## src/rtl/core/bjt_pkg.sv

```systemverilog
// Shared constants and types for the backup job tracker.
package bjt_pkg;

    localparam int unsigned OPC_W   = 3;
    localparam int unsigned CODE_W  = 8;
    localparam int unsigned STATE_W = 3;
    localparam int unsigned CNT_W   = 16;
    localparam int unsigned STAT_W  = 32;
    localparam int unsigned CFG_IDX_W = 1;

    typedef logic [OPC_W-1:0]   t_opcode;
    typedef logic [STATE_W-1:0] t_state;
    typedef logic [CODE_W-1:0]  t_code;

    localparam t_opcode OP_START_REQ  = 3'd0;
    localparam t_opcode OP_START_ACK  = 3'd1;
    localparam t_opcode OP_REPORT     = 3'd2;
    localparam t_opcode OP_CANCEL_REQ = 3'd3;
    localparam t_opcode OP_CANCEL_ACK = 3'd4;
    localparam t_opcode OP_POWER_DROP = 3'd5;

    localparam t_state ST_IDLE      = 3'd0;
    localparam t_state ST_STARTING  = 3'd1;
    localparam t_state ST_RUNNING   = 3'd2;
    localparam t_state ST_CANCELING = 3'd3;
    localparam t_state ST_DONE      = 3'd4;
    localparam t_state ST_FAILED    = 3'd5;
    localparam t_state ST_CANCELLED = 3'd6;

    localparam logic [CFG_IDX_W-1:0] CFG_FAILED_CODE    = 1'd0;
    localparam logic [CFG_IDX_W-1:0] CFG_CANCELLED_CODE = 1'd1;

    localparam t_code FAILED_CODE_RST    = 8'd9;
    localparam t_code CANCELLED_CODE_RST = 8'd11;

endpackage

```

## src/rtl/core/backup_job_tracker.sv

```systemverilog
// Backup job tracker: one event per transaction, one status transaction out.
// An accepted event is held in the event register; its result is then held in
// the result register. Throughput: one event per cycle while the result is
// not stalled; the next job record is worked out combinationally in between.
// Reset (synchronous, active low) clears the record to idle, the change
// counter to zero and loads the failed and cancelled codes with 9 and 11.
module backup_job_tracker
    import bjt_pkg::*;
(
    input  logic                 i_clk,
    input  logic                 i_rst_n,
    input  logic                 i_cfg_we,
    input  logic [CFG_IDX_W-1:0] i_cfg_idx,
    input  logic [CODE_W-1:0]    i_cfg_data,
    input  logic                 i_valid,
    output logic                 o_ready,
    input  logic [OPC_W-1:0]     i_opcode,
    input  logic [CODE_W-1:0]    i_err_code,
    input  logic [CODE_W-1:0]    i_sub_err,
    input  logic                 i_is_ext,
    input  logic [CODE_W-1:0]    i_phase,
    input  logic [CODE_W-1:0]    i_progress,
    input  logic [STAT_W-1:0]    i_file_count,
    input  logic [STAT_W-1:0]    i_folder_count,
    input  logic [STAT_W-1:0]    i_total_amount,
    input  logic [STAT_W-1:0]    i_elapsed_sec,
    input  logic                 i_send_ok,
    output logic                 o_valid,
    input  logic                 i_ready,
    output logic [STATE_W-1:0]   o_job_state,
    output logic [CODE_W-1:0]    o_last_err,
    output logic [CODE_W-1:0]    o_last_sub_err,
    output logic                 o_has_ext,
    output logic [CODE_W-1:0]    o_cur_phase,
    output logic [CODE_W-1:0]    o_cur_progress,
    output logic                 o_accepted,
    output logic [CNT_W-1:0]     o_change_count
);

    // config
    t_code r_failed_code;
    t_code r_cancelled_code;

    // event register
    logic    r_in_valid;
    t_opcode r_op;
    t_code   r_err;
    t_code   r_sub;
    logic    r_ext;
    t_code   r_ph;
    t_code   r_prog;
    logic    r_stats;
    logic    r_send;

    // job record
    t_state           r_state,    n_state;
    t_code            r_err_rec,  n_err_rec;
    t_code            r_sub_rec,  n_sub_rec;
    logic             r_ext_rec,  n_ext_rec;
    t_code            r_ph_rec,   n_ph_rec;
    t_code            r_prog_rec, n_prog_rec;
    logic [CNT_W-1:0] r_cnt,      n_cnt;
    logic             n_acc;

    // result register
    logic             r_out_valid;
    t_state           r_o_state;
    t_code            r_o_err;
    t_code            r_o_sub;
    logic             r_o_ext;
    t_code            r_o_ph;
    t_code            r_o_prog;
    logic             r_o_acc;
    logic [CNT_W-1:0] r_o_cnt;

    logic advance;
    logic in_flight;
    logic terminal;

    assign advance = r_in_valid && (!r_out_valid || i_ready);
    assign o_ready = !r_in_valid || advance;

    always_ff @(posedge i_clk) begin
        if (!i_rst_n) begin
            r_failed_code    <= FAILED_CODE_RST;
            r_cancelled_code <= CANCELLED_CODE_RST;
        end else if (i_cfg_we) begin
            unique case (i_cfg_idx)
                CFG_FAILED_CODE:    r_failed_code    <= i_cfg_data;
                CFG_CANCELLED_CODE: r_cancelled_code <= i_cfg_data;
                default: ;
            endcase
        end
    end

    always_ff @(posedge i_clk) begin
        if (!i_rst_n) begin
            r_in_valid <= 1'b0;
        end else if (o_ready) begin
            r_in_valid <= i_valid;
        end
    end

    always_ff @(posedge i_clk) begin
        if (o_ready && i_valid) begin
            r_op    <= i_opcode;
            r_err   <= i_err_code;
            r_sub   <= i_sub_err;
            r_ext   <= i_is_ext;
            r_ph    <= i_phase;
            r_prog  <= i_progress;
            r_stats <= |(i_file_count | i_folder_count | i_total_amount | i_elapsed_sec);
            r_send  <= i_send_ok;
        end
    end

    assign in_flight = (r_state == ST_STARTING) || (r_state == ST_RUNNING) ||
                       (r_state == ST_CANCELING);
    assign terminal  = (r_err == r_failed_code) || (r_err == r_cancelled_code) ||
                       (r_ext && (r_ph == '0)) || (!r_ext && r_stats);

    always_comb begin
        n_state    = r_state;
        n_err_rec  = r_err_rec;
        n_sub_rec  = r_sub_rec;
        n_ext_rec  = r_ext_rec;
        n_ph_rec   = r_ph_rec;
        n_prog_rec = r_prog_rec;
        n_cnt      = r_cnt;
        n_acc      = 1'b0;
        unique case (r_op)
            OP_START_REQ: begin
                if (!in_flight) begin
                    n_state    = r_send ? ST_STARTING : ST_IDLE;
                    n_err_rec  = '0;
                    n_sub_rec  = '0;
                    n_ext_rec  = 1'b0;
                    n_ph_rec   = '0;
                    n_prog_rec = '0;
                    n_acc      = r_send;
                    n_cnt      = r_cnt + 1'b1;
                end
            end
            OP_START_ACK: begin
                if (r_state == ST_STARTING) begin
                    if (r_err == '0) begin
                        n_state = ST_RUNNING;
                    end else begin
                        n_state   = ST_FAILED;
                        n_err_rec = r_err;
                    end
                    n_cnt = r_cnt + 1'b1;
                end
            end
            OP_REPORT: begin
                n_err_rec = r_err;
                n_sub_rec = r_sub;
                n_ext_rec = r_ext;
                if (r_ext) begin
                    n_ph_rec   = r_ph;
                    n_prog_rec = r_prog;
                end
                priority if (in_flight && (r_err == r_cancelled_code)) begin
                    n_state = ST_CANCELLED;
                end else if (in_flight && terminal) begin
                    n_state = (r_err == '0) ? ST_DONE : ST_FAILED;
                end else if (r_state == ST_STARTING) begin
                    n_state = ST_RUNNING;
                end else if ((r_state == ST_IDLE) && r_ext && (r_ph != '0)) begin
                    n_state = ST_RUNNING;
                end else begin
                    n_state = r_state;
                end
                n_cnt = r_cnt + 1'b1;
            end
            OP_CANCEL_REQ: begin
                if (r_state == ST_RUNNING) begin
                    n_acc = r_send;
                end
            end
            OP_CANCEL_ACK: begin
                n_err_rec = r_err;
                if ((r_err == '0) && (r_state == ST_RUNNING)) begin
                    n_state = ST_CANCELING;
                end
                n_cnt = r_cnt + 1'b1;
            end
            OP_POWER_DROP: begin
                n_state    = ST_IDLE;
                n_err_rec  = '0;
                n_sub_rec  = '0;
                n_ext_rec  = 1'b0;
                n_ph_rec   = '0;
                n_prog_rec = '0;
                n_cnt      = r_cnt + 1'b1;
            end
            default: ;
        endcase
    end

    always_ff @(posedge i_clk) begin
        if (!i_rst_n) begin
            r_state    <= ST_IDLE;
            r_err_rec  <= '0;
            r_sub_rec  <= '0;
            r_ext_rec  <= 1'b0;
            r_ph_rec   <= '0;
            r_prog_rec <= '0;
            r_cnt      <= '0;
        end else if (advance) begin
            r_state    <= n_state;
            r_err_rec  <= n_err_rec;
            r_sub_rec  <= n_sub_rec;
            r_ext_rec  <= n_ext_rec;
            r_ph_rec   <= n_ph_rec;
            r_prog_rec <= n_prog_rec;
            r_cnt      <= n_cnt;
        end
    end

    always_ff @(posedge i_clk) begin
        if (!i_rst_n) begin
            r_out_valid <= 1'b0;
        end else if (advance) begin
            r_out_valid <= 1'b1;
        end else if (i_ready) begin
            r_out_valid <= 1'b0;
        end
    end

    always_ff @(posedge i_clk) begin
        if (advance) begin
            r_o_state <= n_state;
            r_o_err   <= n_err_rec;
            r_o_sub   <= n_sub_rec;
            r_o_ext   <= n_ext_rec;
            r_o_ph    <= n_ph_rec;
            r_o_prog  <= n_prog_rec;
            r_o_acc   <= n_acc;
            r_o_cnt   <= n_cnt;
        end
    end

    assign o_valid        = r_out_valid;
    assign o_job_state    = r_o_state;
    assign o_last_err     = r_o_err;
    assign o_last_sub_err = r_o_sub;
    assign o_has_ext      = r_o_ext;
    assign o_cur_phase    = r_o_ph;
    assign o_cur_progress = r_o_prog;
    assign o_accepted     = r_o_acc;
    assign o_change_count = r_o_cnt;

endmodule

```

## config.mk

```make
export PLATFORM = sky130hd
export DESIGN_NAME = backup_job_tracker
export DESIGN_NICKNAME = d
export VERILOG_FILES = /design/src/rtl/core/bjt_pkg.sv /design/src/rtl/core/backup_job_tracker.sv
export SDC_FILE = /design/constraint.sdc
export NUM_CORES = 1
export LEC_CHECK = 0
export ABC_AREA = 1
export BUFFER_PORTS_ARGS = -buffer_cell sky130_fd_sc_hd__buf_2
export CORE_MARGIN = 3
export CORE_UTILIZATION = 40
export DETAILED_ROUTE_END_ITERATION = 8
export GPL_TIMING_DRIVEN = 0
export PLACE_DENSITY = 0.7
export SLEW_MARGIN = 20
export SYNTH_ARGS = -nofsm -noshare
export SYNTH_HDL_FRONTEND = slang
export SYNTH_SLANG_ARGS = --single-unit
```

## constraint.sdc

```tcl
create_clock -name i_clk -period 8.4 [get_ports i_clk]
set_clock_uncertainty 0.2 [all_clocks]
set_input_delay 0.84 -clock i_clk [delete_from_list [all_inputs] [get_ports i_clk]]
set_output_delay 0.84 -clock i_clk [all_outputs]
set_load 0.03 [all_outputs]
```

==> impl_results.md <==
* Outcome: finished clean
* Clock transition at path regs at 0.07 ns
* # DRC at 0
* Hold WC Path Type: reg2reg
* CTS Root Cell: clkbuf_16
* Setup CP Type: in2reg
* I/O pin count at 234
* DRT iter0 DRCs at 404
* Fraction of layout cells with a size suffix above 1 at 27.6%
* CTS H-tree lvls at 4
* Critical Path Start Type: input pin
* Adder-Cell Fraction of Synth Area at 0.175%
* Proportion of synthesized area in mux cells at 0%
* GRT met3 Usage at 3.81%
* Final Critical Period at 2.35 ns
* Fin crit share at 27.9%
* First-pass GRT wire length at 31500 um
* Post-synth net total at 966
* Fmax at 426 MHz
* Lkg Pwr at 0.00418 uW
* Non-filler instance count after layout at 1279
* GRT Total Usage at 20.6%
* Hold buffer count at CTS at 0
* CTS Buf Count at 17
* Antenna viol nets, final at 0
* Seq/Total Area, Yosys at 58.0%
* Crit-path max FO at 10
* Worst EP required at 8.52 ns
* RSZ-0062 raised after global routing: false
* # placed instances at 1246
* # nets final at 1220
* FP Rows at 48
* Compound-Gate Fraction of Synth Area at 15.1%
* P&R area growth vs syn at 29.0%
* Yosys warning total at 0
* Met2 GRT Util at 37.0%
* Die height at 140 um
* Reg2reg setup slack at 6.07 ns
* Via count of the first global-routing pass at 6300
* Max-cap viol count at 0
* CTS tree: built
* Sw Ratio at 27.2%
* Rel. slew slack at 54.5%
* Final setup fails at 0
* Worst-Skew Late Latency at 0.43 ns
* Post-DP HPWL at 15400 um
* Placed Area at 8630 um^2
* Int Power at 1370 uW
* Logic pwr share at 12.9%
* Number of synthesized register bits at 161
* Initial antenna violation count at 1
* Drt total wl at 20000 um
* Largest family of logic cells by synthesized area: simple AND/OR/NAND/NOR gates
* Routed len/inst at 15.7 um
* Die Wd at 140 um
* Post-route cell area at 9200 um^2
* Post-Synth Simple-Gate Area at 16.3%
* CTS Sinks at 161
* Slew @ Worst Pin at 0.683 ns
* Max Transition Viols Final at 0
* Seq pwr share at 48.4%
* PwrDens at 205 nW/um^2
* Final hold vios at 0
* TritonRoute pass-1 iters at 5
* Final RePlAce weighted congestion at 0.903
* Cell count after synthesis at 786
* Port-buffer cells at 233
* Total grt overflow at 0
* Maximum VDD drop at 0.000139 V
* Mean Syn Cell Area at 9.08 um^2
* Grt met1 use at 23.4%
* Routed vias at 6476
* Via density at 5.06
* CTS max path bufs at 2
* Mapped cell area at 7130 um^2
* Starting Density at 41.1%
* Postcts setup bufs at 0
* Post_cts resized at 0
* P_sw at 513 uW
* Overall power at 1880 uW
* Core Region at 17400 um^2
* Critical Path AT at 2.47 ns
* Largest net degree at the start of global routing at 36
* Clk pwr share at 38.7%
* XOR/XNOR Fraction of Synth Area at 1.72%
* Die area at 19500 um^2
* Unique masters post-synth at 36
* Critical Path End Type: flop
* Sum of negative setup slack at 0 ns
* Fillcell total at 1572
* GR peak layer: met2
-- layout by cell type, fill, tap and decap left out, types with 2 or more instances in the layout --
| cell | count |
|---|---|
| nand4_1 | 16 |
| nor4_1 | 34 |
| xnor2_1 | 5 |
| inv_8 | 2 |
| dfxtp_1 | 70 |
| clkinv_2 | 2 |
| edfxtp_1 | 91 |
| nand3_1 | 40 |
| o211ai_1 | 5 |
| clkbuf_1 | 20 |
| a21boi_0 | 2 |
| nor2_1 | 46 |
| nor3_1 | 4 |
| inv_2 | 6 |
| a21oi_1 | 63 |
| clkinvlp_4 | 2 |
| buf_2 | 238 |
| clkinv_4 | 3 |
| o21ai_1 | 13 |
| a22oi_1 | 16 |
| nand2_1 | 102 |
| inv_1 | 129 |
| nor2_2 | 4 |
| inv_6 | 4 |
| o22ai_1 | 9 |
| o21ai_0 | 82 |
| xor2_1 | 9 |
| clkbuf_16 | 17 |
-- routing by layer --
metal  share of wire [%]  vias to the layer above
met5                   0                        -
met1                  39                     2969
met3                 5.7                       39
met2                  52                      256
li1                    -                     3212
met4                 3.8                        0
-- area by class of cell --
class                   instances  area, um^2  share of cell area (%)
repair buffers                235        1210                    13.2
plain buffers                  28         119                    1.29
diodes                          1        2.50                  0.0272
multi-input cells             462        2380                    25.8
clock inverters                14         125                    1.36
flip-flops and latches        161        4130                    44.9
well taps                     225         282                    3.06
inverters                     135         507                    5.51
clock buffers                  18         439                    4.77
-- synth_stat cells --
master | number | area, um^2
nor3_1 | 4 | 20.0
nor2_1 | 46 | 173
xnor2_1 | 5 | 43.8
buf_4 | 1 | 7.51
nand2_1 | 102 | 383
buf_2 | 5 | 25.0
o22ai_1 | 9 | 56.3
a22oi_1 | 16 | 120
a21boi_0 | 2 | 15.0
o21ai_1 | 13 | 65.1
inv_2 | 5 | 18.8
nor3b_1 | 1 | 7.51
o21bai_1 | 1 | 7.51
clkbuf_1 | 21 | 78.8
buf_1 | 1 | 3.75
o21ai_2 | 1 | 8.76
nand4_1 | 16 | 100
a21oi_1 | 63 | 315
nand2_2 | 1 | 6.26
o21ai_0 | 82 | 410
o211ai_1 | 5 | 37.5
edfxtp_1 | 91 | 2730
a31oi_1 | 1 | 6.26
ha_1 | 1 | 12.5
a21oi_2 | 1 | 8.76
xor2_1 | 9 | 78.8
a21oi_4 | 1 | 16.3
a31o_2 | 1 | 8.76
nand3_1 | 40 | 200
nor4_1 | 34 | 213
dfxtp_1 | 70 | 1400
nand3b_1 | 1 | 7.51
nor2_8 | 1 | 20.0
nor2_2 | 4 | 25.0
nor2_4 | 1 | 11.3
inv_1 | 130 | 488
-- path summary, 6_finish.rpt --
kind,end,startpoint,cells past startpoint
max,r_err_rec[3],i_ready,9
min,r_failed_code[4],r_failed_code[4],2
max reg2reg,r_err_rec[1],r_op[2],9
min reg2reg,r_failed_code[4],r_failed_code[4],2
-- per-stage QoR --
step,hold slack (ns),setup slack (ns),utilization [%]
2_1_floorplan,0.244,4.99,-
3_3_place_gp,0.257,3.83,49.4
3_5_place_dp,0.260,5.67,49.7
4_1_cts,0.271,6.06,53.0
5_1_grt,0.307,5.84,53.0
6_report,0.272,6.05,53.0
-- critical path, cell delays in order --
cell	delay, ns
buf_2	0.10
inv_1	0.05
nand2_1	0.06
nand2_1	0.19
clkbuf_1	0.41
clkbuf_1	0.52
a21oi_1	0.13
o21ai_1	0.10
inv_1	0.05
-- cell families after synthesis --
kind of cell | count (synthesis)
AND/OR/NAND/NOR | 251
AO/OA/AOI/OAI | 196
buffers and inverters | 163
adder cells (fa/ha/maj) | 1
flip-flops | 161
XOR/XNOR | 14
-- power by group through the flow --
stage	Combinational [uW]	Clock [uW]	Sequential, uW
2_1_floorplan	114	0	954
3_3_place_gp	236	0	929
3_5_place_dp	243	0	928
4_1_cts	244	744	911
5_1_grt	270	772	917
6_report	243	729	911
(Power assumes the default switching activity.)
